===== src/rtl/rgb_to_hsv_converter_core_assert.svh =====
// Assertion macros for the RGB to HSV converter RTL.
`ifndef RGB_TO_HSV_CONVERTER_CORE_ASSERT_SVH
`define RGB_TO_HSV_CONVERTER_CORE_ASSERT_SVH

// Same-cycle implication, checked on every rising edge outside reset.
`define R2H_ASSERT_NOW(lbl, clk, rst_n, ante, cons, msg) \
    lbl: assert property (@(posedge clk) disable iff (!(rst_n)) (ante) |-> (cons)) \
        else $error(msg);

// Next-cycle implication, checked on every rising edge outside reset.
`define R2H_ASSERT_NEXT(lbl, clk, rst_n, ante, cons, msg) \
    lbl: assert property (@(posedge clk) disable iff (!(rst_n)) (ante) |=> (cons)) \
        else $error(msg);

`endif


===== src/rtl/r2h_pkg.sv =====
// Shared constants and types of the RGB to HSV converter.
`default_nettype none

package r2h_pkg;

    // Default channel width of the pixel fields.
    localparam int CHANNEL_BITS_DEF = 8;

    // Hue is carried in whole degrees, 0..359.
    localparam int HUE_W      = 9;
    localparam int HUE_SECTOR = 60;
    localparam int HUE_BASE_G = 2 * 60;
    localparam int HUE_BASE_B = 4 * 60;
    localparam int HUE_FULL   = 360;

    // Hue fraction 60*diff/(max-min) never exceeds 60, so six quotient bits.
    localparam int HUE_Q_W = 6;

    // Quotient bits resolved per divider stage.
    localparam int DIV_STEP_BITS = 2;

    // Channel that holds the maximum; red wins ties, then green.
    typedef enum logic [1:0] {
        SEC_RED,
        SEC_GREEN,
        SEC_BLUE
    } t_sector;

endpackage

`default_nettype wire


===== src/rtl/r2h_if.sv =====
// Valid/ready stream interfaces for RGBA input pixels and HSV output pixels.
`default_nettype none

interface r2h_pix_if #(
    parameter int CHANNEL_BITS = r2h_pkg::CHANNEL_BITS_DEF
) ();
    logic                    valid;
    logic                    ready;
    logic [CHANNEL_BITS-1:0] red_in;
    logic [CHANNEL_BITS-1:0] green_in;
    logic [CHANNEL_BITS-1:0] blue_in;
    logic [CHANNEL_BITS-1:0] alpha_in;

    modport source (output valid, red_in, green_in, blue_in, alpha_in, input ready);
    modport sink   (input valid, red_in, green_in, blue_in, alpha_in, output ready);
endinterface

interface r2h_hsv_if #(
    parameter int CHANNEL_BITS = r2h_pkg::CHANNEL_BITS_DEF
) ();
    logic                        valid;
    logic                        ready;
    logic [r2h_pkg::HUE_W-1:0]   hue_deg;
    logic [CHANNEL_BITS-1:0]     saturation;
    logic [CHANNEL_BITS-1:0]     value_out;
    logic [CHANNEL_BITS-1:0]     alpha_out;

    modport source (output valid, hue_deg, saturation, value_out, alpha_out, input ready);
    modport sink   (input valid, hue_deg, saturation, value_out, alpha_out, output ready);
endinterface

`default_nettype wire


===== src/rtl/rgb_to_hsv_converter_core.sv =====
// Top level of the RGB to HSV converter: pipelined max/min, two dividers, hue assembly.
`default_nettype none

//  Port      Dir  Protocol     Beat payload
//  --------  ---  -----------  ---------------------------------------------
//  i_pix     in   valid/ready  red_in, green_in, blue_in, alpha_in
//  o_hsv     out  valid/ready  hue_deg, saturation, value_out, alpha_out
//
//  One beat in and one beat out per clock when both sides keep up.
//  The restoring dividers resolve two quotient bits per stage.
//  i_rst_n clears only the stage valid bits; payload registers are not reset.
//  Each stage holds while its successor is full and stalled; an empty stage
//  always loads, so bubbles are squeezed out and no beat is lost or doubled.

`include "rgb_to_hsv_converter_core_assert.svh"

module rgb_to_hsv_converter_core #(
    parameter int CHANNEL_BITS = r2h_pkg::CHANNEL_BITS_DEF
) (
    input  wire logic  i_clk,
    input  wire logic  i_rst_n,
    r2h_pix_if.sink    i_pix,
    r2h_hsv_if.source  o_hsv
);

    localparam int CB      = CHANNEL_BITS;
    localparam int STEP    = r2h_pkg::DIV_STEP_BITS;
    localparam int HQ_W    = r2h_pkg::HUE_Q_W;
    localparam int HUE_W   = r2h_pkg::HUE_W;
    localparam int DIV_MAX = (CB > HQ_W) ? CB : HQ_W;
    localparam int DIV_ST  = (DIV_MAX + STEP - 1) / STEP;
    // front, numerators, divider stages, output register
    localparam int NS      = DIV_ST + 3;
    localparam int LAST    = NS - 1;

    localparam logic [CB-1:0]    CH_FULL  = '1;
    localparam logic [HUE_W-1:0] BASE_G   = HUE_W'(r2h_pkg::HUE_BASE_G);
    localparam logic [HUE_W-1:0] BASE_B   = HUE_W'(r2h_pkg::HUE_BASE_B);
    localparam logic [HUE_W-1:0] HUE_WRAP = HUE_W'(r2h_pkg::HUE_FULL);

    typedef struct packed {
        logic [CB-1:0]    red;
        logic [CB-1:0]    green;
        logic [CB-1:0]    blue;
        logic [CB-1:0]    alpha;
        logic [CB-1:0]    mx;
        logic [CB-1:0]    mn;
        r2h_pkg::t_sector sector;
    } t_front;

    // Fields that ride alongside the dividers to the output stage.
    typedef struct packed {
        logic [CB-1:0]    mx;
        logic [CB-1:0]    alpha;
        r2h_pkg::t_sector sector;
        logic             neg;
        logic             grey;
    } t_side;

    // ------------------------------------------------------------------
    // Stage handshake: a stage loads when empty or when its successor moves.
    // ------------------------------------------------------------------
    logic [NS-1:0] r_vld;
    logic [NS-1:0] n_vld;
    logic [NS-1:0] adv;

    always_comb begin
        adv[LAST] = !r_vld[LAST] || o_hsv.ready;
        for (int k = LAST - 1; k >= 0; k--) begin
            adv[k] = !r_vld[k] || adv[k+1];
        end
        n_vld = r_vld;
        for (int k = 0; k < NS; k++) begin
            if (adv[k]) begin
                n_vld[k] = (k == 0) ? i_pix.valid : r_vld[(k == 0) ? 0 : k - 1];
            end
        end
    end

    always_ff @(posedge i_clk) begin
        if (!i_rst_n) begin
            r_vld <= '0;
        end else begin
            r_vld <= n_vld;
        end
    end

    assign i_pix.ready = adv[0];

    // ------------------------------------------------------------------
    // Front stage: pick the largest channel and the smallest.
    // ------------------------------------------------------------------
    t_front n_front;
    t_front r_front;

    always_comb begin
        n_front.red   = i_pix.red_in;
        n_front.green = i_pix.green_in;
        n_front.blue  = i_pix.blue_in;
        n_front.alpha = i_pix.alpha_in;
        priority if (i_pix.red_in >= i_pix.green_in && i_pix.red_in >= i_pix.blue_in) begin
            n_front.sector = r2h_pkg::SEC_RED;
            n_front.mx     = i_pix.red_in;
        end else if (i_pix.green_in >= i_pix.blue_in) begin
            n_front.sector = r2h_pkg::SEC_GREEN;
            n_front.mx     = i_pix.green_in;
        end else begin
            n_front.sector = r2h_pkg::SEC_BLUE;
            n_front.mx     = i_pix.blue_in;
        end
        n_front.mn = (i_pix.red_in <= i_pix.green_in) ? i_pix.red_in : i_pix.green_in;
        if (i_pix.blue_in < n_front.mn) begin
            n_front.mn = i_pix.blue_in;
        end
    end

    always_ff @(posedge i_clk) begin
        if (adv[0]) begin
            r_front <= n_front;
        end
    end

    // ------------------------------------------------------------------
    // Numerator stage: chroma, signed hue difference, divider operands.
    // ------------------------------------------------------------------
    logic [CB-1:0]        chroma;
    logic [CB-1:0]        dif_p;
    logic [CB-1:0]        dif_m;
    logic                 dif_neg;
    logic [CB-1:0]        dif_mag;
    logic [2*CB-1:0]      sat_num;
    logic [CB+HQ_W-1:0]   hue_num;
    t_side                n_side;

    // Divider operands per stage; index 0 is the numerator-stage register,
    // index k+1 is the output of divider stage k.
    logic [CB-1:0]   sat_den [DIV_ST+1];
    logic [CB-1:0]   sat_rem [DIV_ST+1];
    logic [CB-1:0]   sat_nq  [DIV_ST+1];
    logic [CB-1:0]   hue_den [DIV_ST+1];
    logic [CB-1:0]   hue_rem [DIV_ST+1];
    logic [HQ_W-1:0] hue_nq  [DIV_ST+1];
    t_side           r_side  [DIV_ST+1];

    always_comb begin
        chroma = r_front.mx - r_front.mn;
        unique case (r_front.sector)
            r2h_pkg::SEC_RED: begin
                dif_p = r_front.green;
                dif_m = r_front.blue;
            end
            r2h_pkg::SEC_GREEN: begin
                dif_p = r_front.blue;
                dif_m = r_front.red;
            end
            r2h_pkg::SEC_BLUE: begin
                dif_p = r_front.red;
                dif_m = r_front.green;
            end
            default: begin
                dif_p = '0;
                dif_m = '0;
            end
        endcase
        dif_neg = (dif_p < dif_m);
        dif_mag = dif_neg ? (dif_m - dif_p) : (dif_p - dif_m);
        // chroma * full-scale and 60 * |diff|, both by constants
        sat_num = (2*CB)'(chroma) * (2*CB)'(CH_FULL);
        hue_num = (CB+HQ_W)'(dif_mag) * (CB+HQ_W)'(r2h_pkg::HUE_SECTOR);

        n_side.mx     = r_front.mx;
        n_side.alpha  = r_front.alpha;
        n_side.sector = r_front.sector;
        n_side.neg    = dif_neg;
        n_side.grey   = (chroma == '0);
    end

    // Quotients fit their widths, so the upper numerator bits start below
    // the divisor and form the initial partial remainder. Saturation divides
    // by the largest channel, the hue fraction by the chroma.
    always_ff @(posedge i_clk) begin
        if (adv[1]) begin
            sat_den[0] <= r_front.mx;
            sat_rem[0] <= sat_num[2*CB-1:CB];
            sat_nq[0]  <= sat_num[CB-1:0];
            hue_den[0] <= chroma;
            hue_rem[0] <= hue_num[CB+HQ_W-1:HQ_W];
            hue_nq[0]  <= hue_num[HQ_W-1:0];
            r_side[0]  <= n_side;
        end
    end

    // ------------------------------------------------------------------
    // Divider stages: saturation and hue fraction advance side by side.
    // ------------------------------------------------------------------
    for (genvar k = 0; k < DIV_ST; k++) begin : g_div
        localparam int SAT_LEFT = CB - k * STEP;
        localparam int HUE_LEFT = HQ_W - k * STEP;
        localparam int SAT_ST   = (SAT_LEFT >= STEP) ? STEP : ((SAT_LEFT > 0) ? SAT_LEFT : 0);
        localparam int HUE_ST   = (HUE_LEFT >= STEP) ? STEP : ((HUE_LEFT > 0) ? HUE_LEFT : 0);

        r2h_div_stage #(
            .DEN_W (CB),
            .QUO_W (CB),
            .STEPS (SAT_ST)
        ) u_sat_div (
            .i_clk (i_clk),
            .i_en  (adv[k+2]),
            .i_den (sat_den[k]),
            .i_rem (sat_rem[k]),
            .i_nq  (sat_nq[k]),
            .o_den (sat_den[k+1]),
            .o_rem (sat_rem[k+1]),
            .o_nq  (sat_nq[k+1])
        );

        r2h_div_stage #(
            .DEN_W (CB),
            .QUO_W (HQ_W),
            .STEPS (HUE_ST)
        ) u_hue_div (
            .i_clk (i_clk),
            .i_en  (adv[k+2]),
            .i_den (hue_den[k]),
            .i_rem (hue_rem[k]),
            .i_nq  (hue_nq[k]),
            .o_den (hue_den[k+1]),
            .o_rem (hue_rem[k+1]),
            .o_nq  (hue_nq[k+1])
        );

        always_ff @(posedge i_clk) begin
            if (adv[k+2]) begin
                r_side[k+1] <= r_side[k];
            end
        end
    end

    // ------------------------------------------------------------------
    // Output stage: add the sector base, wrap negative hues, zero grey pixels.
    // ------------------------------------------------------------------
    t_side            fin;
    logic [HUE_W-1:0] hue_frac;
    logic [HUE_W-1:0] hue_base;
    logic [HUE_W-1:0] n_hue;
    logic [CB-1:0]    n_sat;

    logic [HUE_W-1:0] r_hue;
    logic [CB-1:0]    r_sat;
    logic [CB-1:0]    r_val;
    logic [CB-1:0]    r_alpha;

    always_comb begin
        fin      = r_side[DIV_ST];
        hue_frac = HUE_W'(hue_nq[DIV_ST]);
        unique case (fin.sector)
            r2h_pkg::SEC_RED:   hue_base = '0;
            r2h_pkg::SEC_GREEN: hue_base = BASE_G;
            r2h_pkg::SEC_BLUE:  hue_base = BASE_B;
            default:            hue_base = '0;
        endcase
        // Only the red sector can go below zero; fold it by adding a full turn.
        if (fin.neg && fin.sector == r2h_pkg::SEC_RED && hue_frac != '0) begin
            hue_base = HUE_WRAP;
        end
        n_hue = fin.neg ? (hue_base - hue_frac) : (hue_base + hue_frac);
        n_sat = sat_nq[DIV_ST];
        // Grey or black: the chroma divisor was zero, drop the quotients.
        if (fin.grey) begin
            n_hue = '0;
            n_sat = '0;
        end
    end

    always_ff @(posedge i_clk) begin
        if (adv[LAST]) begin
            r_hue   <= n_hue;
            r_sat   <= n_sat;
            r_val   <= fin.mx;
            r_alpha <= fin.alpha;
        end
    end

    assign o_hsv.valid      = r_vld[LAST];
    assign o_hsv.hue_deg    = r_hue;
    assign o_hsv.saturation = r_sat;
    assign o_hsv.value_out  = r_val;
    assign o_hsv.alpha_out  = r_alpha;

    // ------------------------------------------------------------------
    // Assertions
    // ------------------------------------------------------------------
    `R2H_ASSERT_NOW(a_hue_range, i_clk, i_rst_n,
        o_hsv.valid, o_hsv.hue_deg < HUE_WRAP, "hue out of range")
    `R2H_ASSERT_NOW(a_grey_hue, i_clk, i_rst_n,
        o_hsv.valid && o_hsv.saturation == '0, o_hsv.hue_deg == '0,
        "unsaturated pixel with nonzero hue")
    `R2H_ASSERT_NOW(a_black_sat, i_clk, i_rst_n,
        o_hsv.valid && o_hsv.value_out == '0, o_hsv.saturation == '0,
        "black pixel with nonzero saturation")
    `R2H_ASSERT_NOW(a_ready_empty, i_clk, i_rst_n,
        !r_vld[LAST], i_pix.ready, "input stalled with empty output stage")

endmodule

`default_nettype wire


===== src/rtl/r2h_div_stage.sv =====
// One registered stage of a restoring divider: resolves STEPS quotient bits.
`default_nettype none

module r2h_div_stage #(
    parameter int DEN_W = 8,
    parameter int QUO_W = 8,
    parameter int STEPS = 2
) (
    input  wire logic             i_clk,
    input  wire logic             i_en,
    input  wire logic [DEN_W-1:0] i_den,
    input  wire logic [DEN_W-1:0] i_rem,
    input  wire logic [QUO_W-1:0] i_nq,
    output      logic [DEN_W-1:0] o_den,
    output      logic [DEN_W-1:0] o_rem,
    output      logic [QUO_W-1:0] o_nq
);

    logic [DEN_W-1:0] r_den;
    logic [DEN_W-1:0] r_rem;
    logic [QUO_W-1:0] r_nq;
    logic [DEN_W-1:0] n_rem;
    logic [QUO_W-1:0] n_nq;
    logic [DEN_W:0]   trial;
    logic             qbit;

    // Shift the next numerator bit into the remainder; subtract when it fits.
    // The quotient bit takes the vacated low end of the numerator register.
    always_comb begin
        n_rem = i_rem;
        n_nq  = i_nq;
        trial = '0;
        qbit  = 1'b0;
        for (int s = 0; s < STEPS; s++) begin
            trial = {n_rem, n_nq[QUO_W-1]};
            qbit  = (trial >= {1'b0, i_den});
            if (qbit) begin
                trial = trial - {1'b0, i_den};
            end
            n_rem = trial[DEN_W-1:0];
            n_nq  = {n_nq[QUO_W-2:0], qbit};
        end
    end

    always_ff @(posedge i_clk) begin
        if (i_en) begin
            r_den <= i_den;
            r_rem <= n_rem;
            r_nq  <= n_nq;
        end
    end

    assign o_den = r_den;
    assign o_rem = r_rem;
    assign o_nq  = r_nq;

endmodule

`default_nettype wire


===== src/flat_wrapper.sv =====
// flat-port wrapper written by rule: the top's interface ports become plain ports
module rgb_to_hsv_converter_core_flat 
#(
    parameter int CHANNEL_BITS = r2h_pkg::CHANNEL_BITS_DEF
)
  (i_clk, i_rst_n, i_pix_valid, i_pix_red_in, i_pix_green_in, i_pix_blue_in, i_pix_alpha_in, i_pix_ready, o_hsv_valid, o_hsv_hue_deg, o_hsv_saturation, o_hsv_value_out, o_hsv_alpha_out, o_hsv_ready);
  r2h_pix_if #(.CHANNEL_BITS(CHANNEL_BITS)) i_pix_i ();
  r2h_hsv_if #(.CHANNEL_BITS(CHANNEL_BITS)) o_hsv_i ();
  input  wire logic i_clk;
  input  wire logic i_rst_n;
  input wire logic [$bits(i_pix_i.valid)-1:0] i_pix_valid;
  input wire logic [$bits(i_pix_i.red_in)-1:0] i_pix_red_in;
  input wire logic [$bits(i_pix_i.green_in)-1:0] i_pix_green_in;
  input wire logic [$bits(i_pix_i.blue_in)-1:0] i_pix_blue_in;
  input wire logic [$bits(i_pix_i.alpha_in)-1:0] i_pix_alpha_in;
  output wire logic [$bits(i_pix_i.ready)-1:0] i_pix_ready;
  output wire logic [$bits(o_hsv_i.valid)-1:0] o_hsv_valid;
  output wire logic [$bits(o_hsv_i.hue_deg)-1:0] o_hsv_hue_deg;
  output wire logic [$bits(o_hsv_i.saturation)-1:0] o_hsv_saturation;
  output wire logic [$bits(o_hsv_i.value_out)-1:0] o_hsv_value_out;
  output wire logic [$bits(o_hsv_i.alpha_out)-1:0] o_hsv_alpha_out;
  input wire logic [$bits(o_hsv_i.ready)-1:0] o_hsv_ready;
  assign i_pix_i.valid = i_pix_valid;
  assign i_pix_i.red_in = i_pix_red_in;
  assign i_pix_i.green_in = i_pix_green_in;
  assign i_pix_i.blue_in = i_pix_blue_in;
  assign i_pix_i.alpha_in = i_pix_alpha_in;
  assign i_pix_ready = i_pix_i.ready;
  assign o_hsv_valid = o_hsv_i.valid;
  assign o_hsv_hue_deg = o_hsv_i.hue_deg;
  assign o_hsv_saturation = o_hsv_i.saturation;
  assign o_hsv_value_out = o_hsv_i.value_out;
  assign o_hsv_alpha_out = o_hsv_i.alpha_out;
  assign o_hsv_i.ready = o_hsv_ready;
  rgb_to_hsv_converter_core #(.CHANNEL_BITS(CHANNEL_BITS)) u_core (.i_clk(i_clk), .i_rst_n(i_rst_n), .i_pix(i_pix_i), .o_hsv(o_hsv_i));
endmodule

===== config.mk =====
export PLATFORM = sky130hd
export DESIGN_NAME = rgb_to_hsv_converter_core_flat
export DESIGN_NICKNAME = d
export VERILOG_FILES = /design/src/rtl/r2h_pkg.sv /design/src/rtl/r2h_if.sv /design/src/rtl/rgb_to_hsv_converter_core.sv /design/src/rtl/r2h_div_stage.sv /design/src/flat_wrapper.sv
export VERILOG_INCLUDE_DIRS = /design/src /design/src/rtl
export SDC_FILE = /design/constraint.sdc
export NUM_CORES = 1
export LEC_CHECK = 0
export BUFFER_PORTS_ARGS = -buffer_cell sky130_fd_sc_hd__buf_2
export CAP_MARGIN = 25
export CORE_MARGIN = 4
export CORE_UTILIZATION = 55
export DETAILED_ROUTE_END_ITERATION = 7
export GPL_ROUTABILITY_DRIVEN = 0
export PLACE_DENSITY_LB_ADDON = 0.15
export SKIP_LAST_GASP = 1
export SLEW_MARGIN = 0
export SYNTH_ARGS = -nofsm -noshare
export SYNTH_HDL_FRONTEND = slang
export SYNTH_SLANG_ARGS = --single-unit

===== constraint.sdc =====
create_clock -name i_clk -period 5.75 [get_ports i_clk]
set_input_delay 1.15 -clock i_clk [delete_from_list [all_inputs] [get_ports i_clk]]
set_output_delay 1.15 -clock i_clk [all_outputs]
set_load 0.03 [all_outputs]

==> results of run 1 <==
worst register-to-register path, cell delays in order (launching register included):
cell	delay, ns
edfxtp_1	0.45
buf_4	0.20
buf_6	0.12
mux2i_1	0.11
o21a_1	0.20
ha_2	0.19
fa_2	0.39
nor2b_4	0.14
o2111ai_2	0.12
nand2_2	0.13
o22ai_4	0.09
buf_4	0.17
mux2i_2	0.16
fa_1	0.56
inv_2	0.05
fa_1	0.54
inv_1	0.07
ha_1	0.29
a21o_1	0.20
a21oi_2	0.16
nor2b_1	0.06
o21a_1	0.23
o41ai_4	0.22
or4b_4	0.49
o311ai_1	0.11
cells in the mapped netlist, types with 8 or more instances:
library cell	n	area [um2]
nand4_1	17	106
clkbuf_1	18	67.6
o21ai_0	83	415
a21boi_0	10	75.1
edfxtp_1	324	9730
nor2_1	113	424
a21o_1	24	180
xnor2_1	68	596
nand2b_1	12	75.1
xor2_1	27	236
a31oi_1	8	50.1
fa_1	57	1140
o31a_1	8	70.1
and3_1	10	62.6
mux2i_1	42	420
o21a_1	42	315
o21bai_1	11	82.6
or3_1	8	50.1
mux2_2	61	687
nand3_1	17	85.1
nor2b_1	59	369
o31ai_1	10	75.1
inv_1	242	908
ha_1	229	2870
a21oi_1	119	596
nand2_1	69	259
nor3_1	27	135
final cells by class:
cell class	instances	share of cell area
repair buffers	119	0.0314
multi-input cells	1209	0.436
inverters	242	0.0387
clock inverters	16	0.00825
clock buffers	42	0.0384
flip-flops and latches	331	0.420
well taps	511	0.0272
registers in the layout, summed over array words and instances (netlist names), 18 cells and up:
register	cells
u_core.r_side	71
u_core.r_front	32
u_core.g_div.u_sat_div.o_nq	30
u_core.g_div.u_sat_div.o_rem	24
u_core.g_div.u_sat_div.o_den	22
u_core.g_div.u_hue_div.o_nq	20
u_core.n_side	18
metal layers:
metal,share of wire,up-vias,GRT usage,wire (um)
li1,-,6728,-,-
met1,0.45,6357,0.244,17600
met2,0.48,219,0.326,18900
met3,0.038,68,0.0335,1480
met4,0.025,2,0.0556,974
met5,0.00033,-,0,13
cells by family after synthesis:
kind of cell / after synthesis
compound gates: 371
simple gates: 354
flops: 331
fa+ha+maj: 286
buf+inv: 264
mux: 103
xor+xnor: 95
metrics by stage:
step | utilization | instance area, um2 | instances
after floorplan | - | 21000 | 1804
after global placement | 0.588 | 22100 | 2395
after detailed placement | 0.588 | 22100 | 2395
after CTS | 0.618 | 23200 | 2455
after global routing | 0.625 | 23500 | 2470
final | 0.625 | 23500 | 2470
how the worst max path moves through the flow:
stage | slack [ns] | cells after the start | from | endpoint
after floorplan | 0.0002 | 26 | u_core.n_side[3]$_SDFFCE_PP0P_ | u_core.hue_rem[39]$_DFFE_PP_
after global placement | 0.12 | 25 | u_core.n_side[3]$_SDFFCE_PP0P_ | u_core.hue_rem[39]$_DFFE_PP_
after detailed placement | -0.11 | 25 | u_core.n_side[3]$_SDFFCE_PP0P_ | u_core.hue_rem[39]$_DFFE_PP_
after CTS | 0.0001 | 25 | u_core.n_side[3]$_SDFFCE_PP0P_ | u_core.hue_rem[39]$_DFFE_PP_
after global routing | -0.15 | 24 | u_core.n_side[3]$_SDFFCE_PP0P_ | u_core.hue_rem[39]$_DFFE_PP_
final | 0.13 | 24 | u_core.n_side[3]$_SDFFCE_PP0P_ | u_core.hue_rem[39]$_DFFE_PP_
timing repair:
item | CTS | global route
setup buffers | 2 | 15
setup endpoints to repair | 1 | 9
gates resized for setup | 2 | 37
pin swaps | 1 | 19
==> impl_metrics.csv, run 1 <==
group,metric,value,unit
drt,drc,0,
die,fp.coreArea,0.0376,mm2
place,port_buffers,70,
worst_setup_path,setup.worst_path.class,"flip-flop to flip-flop",
cts,cts_tree,"done",
sta,fin_ws,0.130,ns
worst_setup_path,crit_fanout,6,
drt,wire_per_inst,15.8,um
die,dieArea,0.0412,mm2
cts,htree_levels,2,
cts,cts_inserted_buffers,35,
synthesis,synth_edf_count,324,
worst_setup_path,crit_chain,"buf_4, buf_6, mux2i_1, o21a_1, ha_2, fa_2, nor2b_4, o2111ai_2, nand2_2, o22ai_4, buf_4, mux2i_2, fa_1, inv_2, fa_1, inv_1, ha_1, a21o_1, a21oi_2, nor2b_1, o21a_1, o41ai_4, or4b_4, o311ai_1",
cts,clockBufferDepth,3,
final_layout,final_cell_mix,"edfxtp_1 (324), inv_1 (236), ha_1 (225), nor2_1 (113), a21oi_1 (112)",
worst_setup_path,cpMaxStageDelayCell,"fa_1",
synthesis,async_flop_share,0,
synthesis,synth_seq_area_share,0.472,
synthesis,synth_top_family_by_area,"adder cells",
grt,grt_pass1_vias,13400,
worst_setup_path,worstRegToRegCells,24,
synthesis,ys_types,66,
worst_setup_path,rrSetupSlack,0.13,ns
drt,dr.pass1.iters,5,
synthesis,synth_compound_area_frac,0.114,
synthesis,syn_area,0.0209,mm2
synthesis,synth_top_flop_cell,"edfxtp_1",
die,num_io_pins,71,
sta,relSlewSlack,0.332,
min_path,hold_path_end,"u_core.r_side[0][5]$_DFFE_PP_",
cts,clk_latency,0.55,ns
place,dp_hpwl,29900,um
sta,setup-tns-final,0,ns
drt,viasPerCell,5.41,
place,dp_slack,-0.113,ns
synthesis,synth_xor_area_frac,0.0398,
synthesis,ys_seq_elements,331,
grt,overflow,0,
synthesis,synthMuxAreaShare,0.0529,
sta,min_period_over_period,0.977,
final_layout,multi_input_area,0.0102,mm2
sta,setup_viol,0,
grt,grt_max_degree,56,
worst_setup_path,cp-end-kind,"flip-flop",
synthesis,synthAdderAreaFrac,0.192,
sta,rsz0062_at_grt,"yes",
die,fp.dieW,203,um
die,die_y,203,um
cts,holdBufCountCts,0,
sta,period_minus_slack,5.62,ns
worst_setup_path,reg2reg_from,"u_core.n_side[3]$_SDFFCE_PP0P_",
sta,timing.final.max_slew_violations,0,
grt,antenna_found_initial,1,
final_layout,final_common_cell,"edfxtp_1",
worst_setup_path,cp_slowest_stage_delay,0.56,ns
die,rows,71,
grt,grtUsageTotal,0.188,
worst_setup_path,cp.required,6.10,ns
min_path,worstHoldStart,"u_core.n_side[5]$_DFFE_PP_",
drt,antenna_left,0,
synthesis,synth_fp_nets,2126,
sta,tightest_slew,1.00,ns
drt,drt-total-wl,38900,um
sta,holdWs,0.408,ns
cts,clk_transition_reported_paths,0.06,ns
worst_setup_path,crit_buf_inv,5,
final_layout,final_net_count,2260,
final_layout,layout-drive-gt1-share,0.146,
worst_setup_path,timing.rr.end,"u_core.hue_rem[39]$_DFFE_PP_",
synthesis,syn_avg_cell_area,11.6,um2
final_layout,regArea,0.00987,mm2
status,outcome,"complete, no violations",
worst_setup_path,cpLargestDelayFamily,"adder cells",
sta,fin_skew,0.0170,ns
sta,finalHoldViolCount,0,
job,maxCapViolations,0,
sta,max_freq,178,MHz
cts,cts_root_buf,"clkbuf_16",
synthesis,yosys.area_share.simple,0.0827,
final_layout,synthToLayoutAreaGrowth,12.3,%
synthesis,postSynthCellCount,1804,
worst_setup_path,worstSetupStartpointType,"flip-flop",
die,start_util,0.557,
cts,clock-sinks,331,
final_layout,fillers,2891,
drt,drt_iter0_drc,658,
min_path,hold_path_class,"flip-flop to flip-flop",
grt,grt_pass1_wl,64300,um
synthesis,ys_warn_count,0,
min_path,whs_path_depth,0,
drt,via_count,13400,
final_layout,diodes,0,
worst_setup_path,critPathArrivalTime,5.97,ns
Power of run 1 is left out: the tool's default activity adds up to more than one toggle a clock period on the data nets, which glitch-free logic cannot reach.
==> run 2, diff against run 1 <==
--- a/config.mk
+++ b/config.mk
@@ -8,7 +8,6 @@
 export LEC_CHECK = 0
 export BUFFER_PORTS_ARGS = -buffer_cell sky130_fd_sc_hd__buf_2
 export CAP_MARGIN = 25
-export CORE_MARGIN = 4
 export CORE_UTILIZATION = 55
 export DETAILED_ROUTE_END_ITERATION = 7
 export GPL_ROUTABILITY_DRIVEN = 0
==> run 2 against run 1 <==
  * Flip-flop and latch count unchanged
  * Die area decreased by 5.8%
  * Via count increased by 0.92%
  * Global-route usage increased by 1.7 points
  * Core utilization increased by 0.43 points
  * Hold slack got worse by 0.0038 ns
  * Critical path depth increased by 1
  * First-iteration DRC count increased by 6.5%
  * Highest routed layer unchanged
  * Critical path type unchanged
  * Final area increased by 0.69%
==> impl_metrics.csv, run 2 (synthesis gave the netlist of run 1 again) <==
group,metric,value,unit
status,outcome,"complete, no violations",
sta,setup_viol,0,
worst_setup_path,critPathArrivalTime,6.07,ns
drt,antenna_left,0,
final_layout,diodes,0,
cts,clk_latency,0.54,ns
min_path,hold_path_end,"u_core.g_div[1].u_sat_div.o_nq[7]$_DFFE_PP_",
worst_setup_path,setup.worst_path.class,"flip-flop to flip-flop",
place,dp_hpwl,29800,um
die,fp.coreArea,0.0376,mm2
grt,grt_busiest_layer,"met2",
final_layout,synthToLayoutAreaGrowth,13.1,%
drt,dr.pass1.iters,5,
worst_setup_path,cpLargestDelayFamily,"adder cells",
grt,overflow,0,
worst_setup_path,crit_buf_inv,5,
final_layout,finalNonFillerCells,2479,
drt,drt-total-wl,39200,um
sta,min_period_over_period,0.993,
cts,cts_tree,"done",
place,place_inst,2393,
job,maxCapViolations,0,
drt,drt_iter0_drc,701,
cts,clockBufferDepth,3,
worst_setup_path,cp.required,6.11,ns
final_layout,regArea,0.00987,mm2
sta,period_minus_slack,5.71,ns
min_path,hold_path_class,"flip-flop to flip-flop",
sta,max_freq,175,MHz
die,die_y,197,um
worst_setup_path,rrSetupSlack,0.04,ns
worst_setup_path,cpMaxStageDelayCell,"fa_1",
sta,holdWs,0.405,ns
cts,cts_inserted_buffers,37,
worst_setup_path,cp-end-kind,"flip-flop",
worst_setup_path,timing.rr.end,"u_core.hue_rem[39]$_DFFE_PP_",
grt,grt_pass1_wl,63800,um
final_layout,fillers,2926,
grt,grt_pass1_vias,13500,
final_layout,final_net_count,2262,
drt,drc,0,
worst_setup_path,worstSetupStartpointType,"flip-flop",
drt,viasPerCell,5.44,
min_path,whs_path_depth,0,
cts,clock-sinks,331,
grt,grtUsageTotal,0.205,
worst_setup_path,reg2reg_from,"u_core.n_side[3]$_SDFFCE_PP0P_",
grt,antenna_found_initial,2,
die,dieArea,0.0388,mm2
final_layout,largest_register_ff_count,71,
grt,met1_usage,0.252,
die,rows,71,
final_layout,final_common_cell,"edfxtp_1",
sta,finalHoldViolCount,0,
worst_setup_path,worstRegToRegCells,25,
cts,htree_levels,2,
sta,fin_skew,0.0182,ns
die,fp.dieW,197,um
worst_setup_path,cp_slowest_stage_delay,0.55,ns
worst_setup_path,crit_fanout,6,
final_layout,largest_register,"u_core.r_side",
sta,relSlewSlack,0.482,
sta,timing.final.max_slew_violations,0,
sta,tightest_slew,0.778,ns
drt,via_count,13500,
drt,wire_per_inst,15.8,um
die,start_util,0.557,
min_path,worstHoldStart,"u_core.g_div[0].u_sat_div.o_nq[5]$_DFFE_PP_",
cts,clk_transition_reported_paths,0.06,ns
final_layout,final_cell_mix,"edfxtp_1 (324), inv_1 (237), ha_1 (224), nor2_1 (113), a21oi_1 (112)",
place,port_buffers,70,
final_layout,layout-drive-gt1-share,0.150,
die,num_io_pins,71,
grt,grt_use_met3,0.0343,
final_layout,multi_input_area,0.0103,mm2
cts,cts_root_buf,"clkbuf_16",
grt,grt_max_degree,56,
grt,grt_use_met2,0.360,
run 2: changes by cell type in the layout (fill, tap and decap cells not counted), moves of 2 or more:
cell and delta:
clkbuf_16 +4, clkinv_2 +4, clkinv_1 +3, clkbuf_1 -2
clkinvlp_4 +2, fa_1 +2, fa_2 -2, ha_4 +2
inv_16 -2, xnor2_1 -2, xnor2_2 +2
run 2: worst max-delay path by stage:
| stage | slack (ns) | to | from | depth (start not counted) |
|---|---|---|---|---|
| after global placement | 0.12 | u_core.hue_rem[39]$_DFFE_PP_ | u_core.n_side[3]$_SDFFCE_PP0P_ | 24 |
| after detailed placement | -0.08 | u_core.hue_rem[39]$_DFFE_PP_ | u_core.n_side[3]$_SDFFCE_PP0P_ | 24 |
| after floorplan | 0.0002 | u_core.hue_rem[39]$_DFFE_PP_ | u_core.n_side[3]$_SDFFCE_PP0P_ | 26 |
| after CTS | -0.0003 | u_core.hue_rem[39]$_DFFE_PP_ | u_core.n_side[3]$_SDFFCE_PP0P_ | 24 |
| after global routing | -0.12 | u_core.hue_rem[39]$_DFFE_PP_ | u_core.n_side[3]$_SDFFCE_PP0P_ | 25 |
| final | 0.04 | u_core.hue_rem[39]$_DFFE_PP_ | u_core.n_side[3]$_SDFFCE_PP0P_ | 25 |
run 2: layout make-up:
class / instances / area share
timing repair buffer: 119 / 0.0317
clock buffer: 44 / 0.0421
multi-input combinational: 1209 / 0.435
sequential: 331 / 0.417
clock inverter: 23 / 0.00846
inverter: 242 / 0.0384
tap: 511 / 0.0270
run 2: per-stage QoR:
step	util	setup TNS (ns)	area (um2)	setup WS (ns)
5_1_grt	0.630	-0.278	23700	-0.117
3_5_place_dp	0.588	-0.0765	22100	-0.0765
2_1_floorplan	-	0	21000	0.000238
4_1_cts	0.621	-0.000287	23300	-0.000287
3_3_place_gp	0.588	0	22100	0.122
6_report	0.630	0	23700	0.0416
run 2: what timing repair did:
item,in CTS,in global routing
setup endpoints to repair,2,8
gates resized for setup,4,40
gates cloned,0,0
pin swaps,3,17
hold buffers,0,0
buffers inserted,5,14
run 2: metal layers:
layer	part of all wire	wire length, um
met1	0.44	17200
met2	0.49	19300
met3	0.038	1480
met4	0.032	1270
met5	0.00069	27
Power of run 2 is left out for the same reason.
==> run 3, diff against run 2 <==
--- a/config.mk
+++ b/config.mk
@@ -6,11 +6,12 @@
 export SDC_FILE = /design/constraint.sdc
 export NUM_CORES = 1
 export LEC_CHECK = 0
+export ABC_AREA = 1
 export BUFFER_PORTS_ARGS = -buffer_cell sky130_fd_sc_hd__buf_2
 export CAP_MARGIN = 25
+export CORE_ASPECT_RATIO = 1.4
 export CORE_UTILIZATION = 55
 export DETAILED_ROUTE_END_ITERATION = 7
-export GPL_ROUTABILITY_DRIVEN = 0
 export PLACE_DENSITY_LB_ADDON = 0.15
 export SKIP_LAST_GASP = 1
 export SLEW_MARGIN = 0
==> run 3 against run 2 <==
  * Wire length grew 0.78%
  * Die area down 0.82%
  * Core utilization is 0.16 points higher
  * Worst setup slack improved by 0.18 ns
  * Count of clock-buffer cells in the layout shrank 3
  * Critical endpoint is now u_core.sat_rem[38]$_DFFE_PP_
  * Final cell count is 7.5% higher
  * Clock skew about the same
  * Flip-flop and latch count unchanged
  * First-iteration DRC count up 1.9%
  * The flow now finishes with violations (design-rule violations)
  * Sequential share of layout area is 0.69 points higher
  * Largest cell class is now flip-flops and latches
  * Fmax rose by 3.2%
  * Final area is 1.6% lower
==> impl_metrics.csv, run 3 <==
group,metric,value,unit
sta,max_freq,181,MHz
final_layout,diodes,0,
synthesis,synth_edf_count,324,
drt,via_count,14000,
synthesis,ys_types,59,
synthesis,synth_xor_area_frac,0.0439,
job,maxCapViolations,0,
grt,overflow,0,
synthesis,syn_avg_cell_area,10.2,um2
cts,clockBufferDepth,3,
worst_setup_path,critPathArrivalTime,5.81,ns
min_path,hold_path_class,"flip-flop to flip-flop",
synthesis,ys_seq_elements,331,
final_layout,largest_register,"u_core.r_side",
cts,cts_tree,"done",
synthesis,postSynthCellCount,2037,
worst_setup_path,setup.worst_path.class,"flip-flop to flip-flop",
final_layout,final_net_count,2495,
place,gp_congestion,0.917,
status,violations,"design-rule violations",
sta,setup_viol,0,
drt,drc,9,
grt,antenna_found_initial,0,
die,dieArea,0.0385,mm2
synthesis,synthAdderAreaFrac,0.193,
synthesis,synth_area_leader_cell,"edfxtp_1",
final_layout,fillers,2917,
synthesis,synthMuxAreaShare,0.00157,
die,start_util,0.562,
cts,holdBufCountCts,0,
cts,clk_latency,0.53,ns
worst_setup_path,timing.rr.end,"u_core.sat_rem[38]$_DFFE_PP_",
drt,drt_iter0_drc,714,
synthesis,synth_commonest_cells,"inv_1 (382), nand2_1 (339), edfxtp_1 (324)",
synthesis,yosysMostFrequentCell,"inv_1",
synthesis,synth_seq_area_share,0.476,
worst_setup_path,cp.depth,23,
sta,period_minus_slack,5.53,ns
place,dp_slack,-0.0332,ns
synthesis,async_flop_share,0,
worst_setup_path,rrSetupSlack,0.22,ns
final_layout,final_cell_mix,"inv_1 (374), nand2_1 (337), edfxtp_1 (324), ha_1 (227), a21oi_1 (142)",
die,num_io_pins,71,
cts,cts_inserted_buffers,35,
final_layout,layout-drive-gt1-share,0.107,
cts,cts_root_buf,"clkbuf_16",
synthesis,syn_area,0.0207,mm2
min_path,whs_path_depth,0,
final_layout,synthToLayoutAreaGrowth,12.2,%
drt,viasPerCell,5.24,
worst_setup_path,endpoint,"u_core.sat_rem[38]$_DFFE_PP_",
synthesis,ys_warn_count,0,
synthesis,yosys.area_share.simple,0.116,
drt,dr.pass1.iters,8,
sta,min_period_over_period,0.962,
final_layout,multi_input_area,0.00950,mm2
worst_setup_path,cp.required,6.03,ns
worst_setup_path,crit_fanout,4,
sta,relSlewSlack,0.520,
cts,htree_levels,2,
worst_setup_path,worstSetupStartpointType,"flip-flop",
worst_setup_path,cp-end-kind,"flip-flop",
worst_setup_path,crit_buf_inv,2,
place,dp_hpwl,31400,um
place,placedInstanceArea,0.0219,mm2
die,rows,83,
synthesis,synth_top_cell_area_share,0.469,
die,fp.dieW,166,um
synthesis,synth_top_family_by_area,"adder cells",
final_layout,largest_register_ff_count,71,
sta,fin_skew,0.0180,ns
worst_setup_path,reg2reg_from,"u_core.n_side[13]$_DFFE_PP_",
worst_setup_path,worstRegToRegCells,23,
grt,grtUsageTotal,0.211,
final_layout,final_common_cell,"inv_1",
grt,grt_max_degree,57,
drt,antenna_left,0,
final_layout,regArea,0.00987,mm2
die,fp.coreArea,0.0369,mm2
drt,wire_per_inst,14.8,um
cts,clk_transition_reported_paths,0.06,ns
worst_setup_path,crit_chain,"ha_1, nand3_1, nand2_1, a21oi_1, o21bai_1, a21oi_2, o21bai_1, xnor2_1, inv_1, fa_1, fa_1, fa_1, fa_1, inv_1, ha_1, a21oi_1, o21ai_0, a21oi_1, o21ai_1, a21oi_1, nor2_1, nor2_1, xor2_1",
worst_setup_path,cp_slowest_stage_delay,0.59,ns
status,outcome,"finished with violations",
synthesis,synthTopCellsByArea,"edfxtp_1 (47%), ha_1 (14%), inv_1 (6.9%)",
die,die_y,232,um
grt,grt_pass1_wl,65300,um
synthesis,synth_compound_area_frac,0.0963,
worst_setup_path,cpLargestDelayFamily,"adder cells",
place,port_buffers,70,
sta,fin_ws,0.218,ns
worst_setup_path,crit_start,"u_core.n_side[13]$_DFFE_PP_",
grt,grt_pass1_vias,14300,
synthesis,synth_top_flop_cell,"edfxtp_1",
cts,clock-sinks,331,
sta,tightest_slew,0.718,ns
synthesis,synth_fp_nets,2359,
sta,finalHoldViolCount,0,
drt,drt-total-wl,39500,um
sta,timing.final.max_slew_violations,0,
sta,holdWs,0.415,ns
final_layout,post-route-cell-area,0.0233,mm2
worst_setup_path,cpMaxStageDelayCell,"fa_1",
==> run 3: cell types whose count changed in the layout (fill, tap and decap cells not counted), moves of 30 or more <==
cell     previous run  this run
mux2_2             61         2
inv_1             237       374
o21a_1             42         3
nand2_1            66       337
nor2b_1            54         0
mux2i_1            40         1
a21oi_1           112       142
xor2_1             26        65
nand3_1            17        72
==> run 3: metrics by stage <==
step	cells	util	TNS [ns]
2_1_floorplan	2037	-	-116.49
3_3_place_gp	2590	0.594	0
3_5_place_dp	2590	0.594	-0.0332
4_1_cts	2653	0.627	0
5_1_grt	2665	0.631	-0.0601
6_report	2665	0.631	0
==> run 3: area by class of cell <==
class / instances / area share
Clock buffer: 41 / 0.0408
Clock inverter: 21 / 0.0106
Inverter: 388 / 0.0636
Multi-Input combinational cell: 1308 / 0.408
Sequential cell: 331 / 0.424
Tap cell: 467 / 0.0251
Timing Repair Buffer: 109 / 0.0276
==> run 3: cells by family (layout without fill, tap and decap cells) <==
| kind of cell | after synthesis | count (layout) |
|---|---|---|
| adder cells (fa/ha/maj) | 286 | 286 |
| AO/OA/AOI/OAI | 341 | 342 |
| buffers and inverters | 399 | 559 |
| AND/OR/NAND/NOR | 573 | 573 |
| multiplexers | 3 | 3 |
| XOR/XNOR | 104 | 104 |
| flip-flops | 331 | 331 |
==> run 3: layer usage <==
| layer | track usage | vias up | share of wire |
|---|---|---|---|
| met3 | 0.0228 | 109 | 0.024 |
| li1 | - | 7145 | - |
| met4 | 0.112 | 0 | 0.050 |
| met1 | 0.202 | 6483 | 0.36 |
| met5 | 0 | - | 0 |
| met2 | 0.433 | 240 | 0.56 |
==> run 3: worst min-delay path by stage <==
stage | from | end | slack, ns
floorplan | u_core.hue_nq[26]$_DFFE_PP_ | u_core.g_div[0].u_hue_div.o_nq[4]$_DFFE_PP_ | 0.40
global placement | u_core.r_side[0][99]$_DFFE_PP_ | u_core.o_hsv.value_out[7]$_DFFE_PP_ | 0.40
detailed placement | u_core.sat_nq[37]$_DFFE_PP_ | u_core.g_div[0].u_sat_div.o_nq[7]$_DFFE_PP_ | 0.40
CTS | u_core.r_side[0][30]$_DFFE_PP_ | u_core.r_side[0][50]$_DFFE_PP_ | 0.41
global route | u_core.g_div[2].u_hue_div.o_nq[4]$_DFFE_PP_ | u_core.g_div[3].u_hue_div.o_nq[4]$_DFFE_PP_ | 0.42
finish | u_core.g_div[2].u_hue_div.o_nq[4]$_DFFE_PP_ | u_core.g_div[3].u_hue_div.o_nq[4]$_DFFE_PP_ | 0.42
==> run 3: what timing repair did <==
action                     4_1_cts  5_1_grt
resized for setup                3       21
gates cloned                     0        1
setup buffers                    1       11
pin swaps                        1        9
setup endpoints to repair        2        6
Power of run 3 is left out for the same reason.
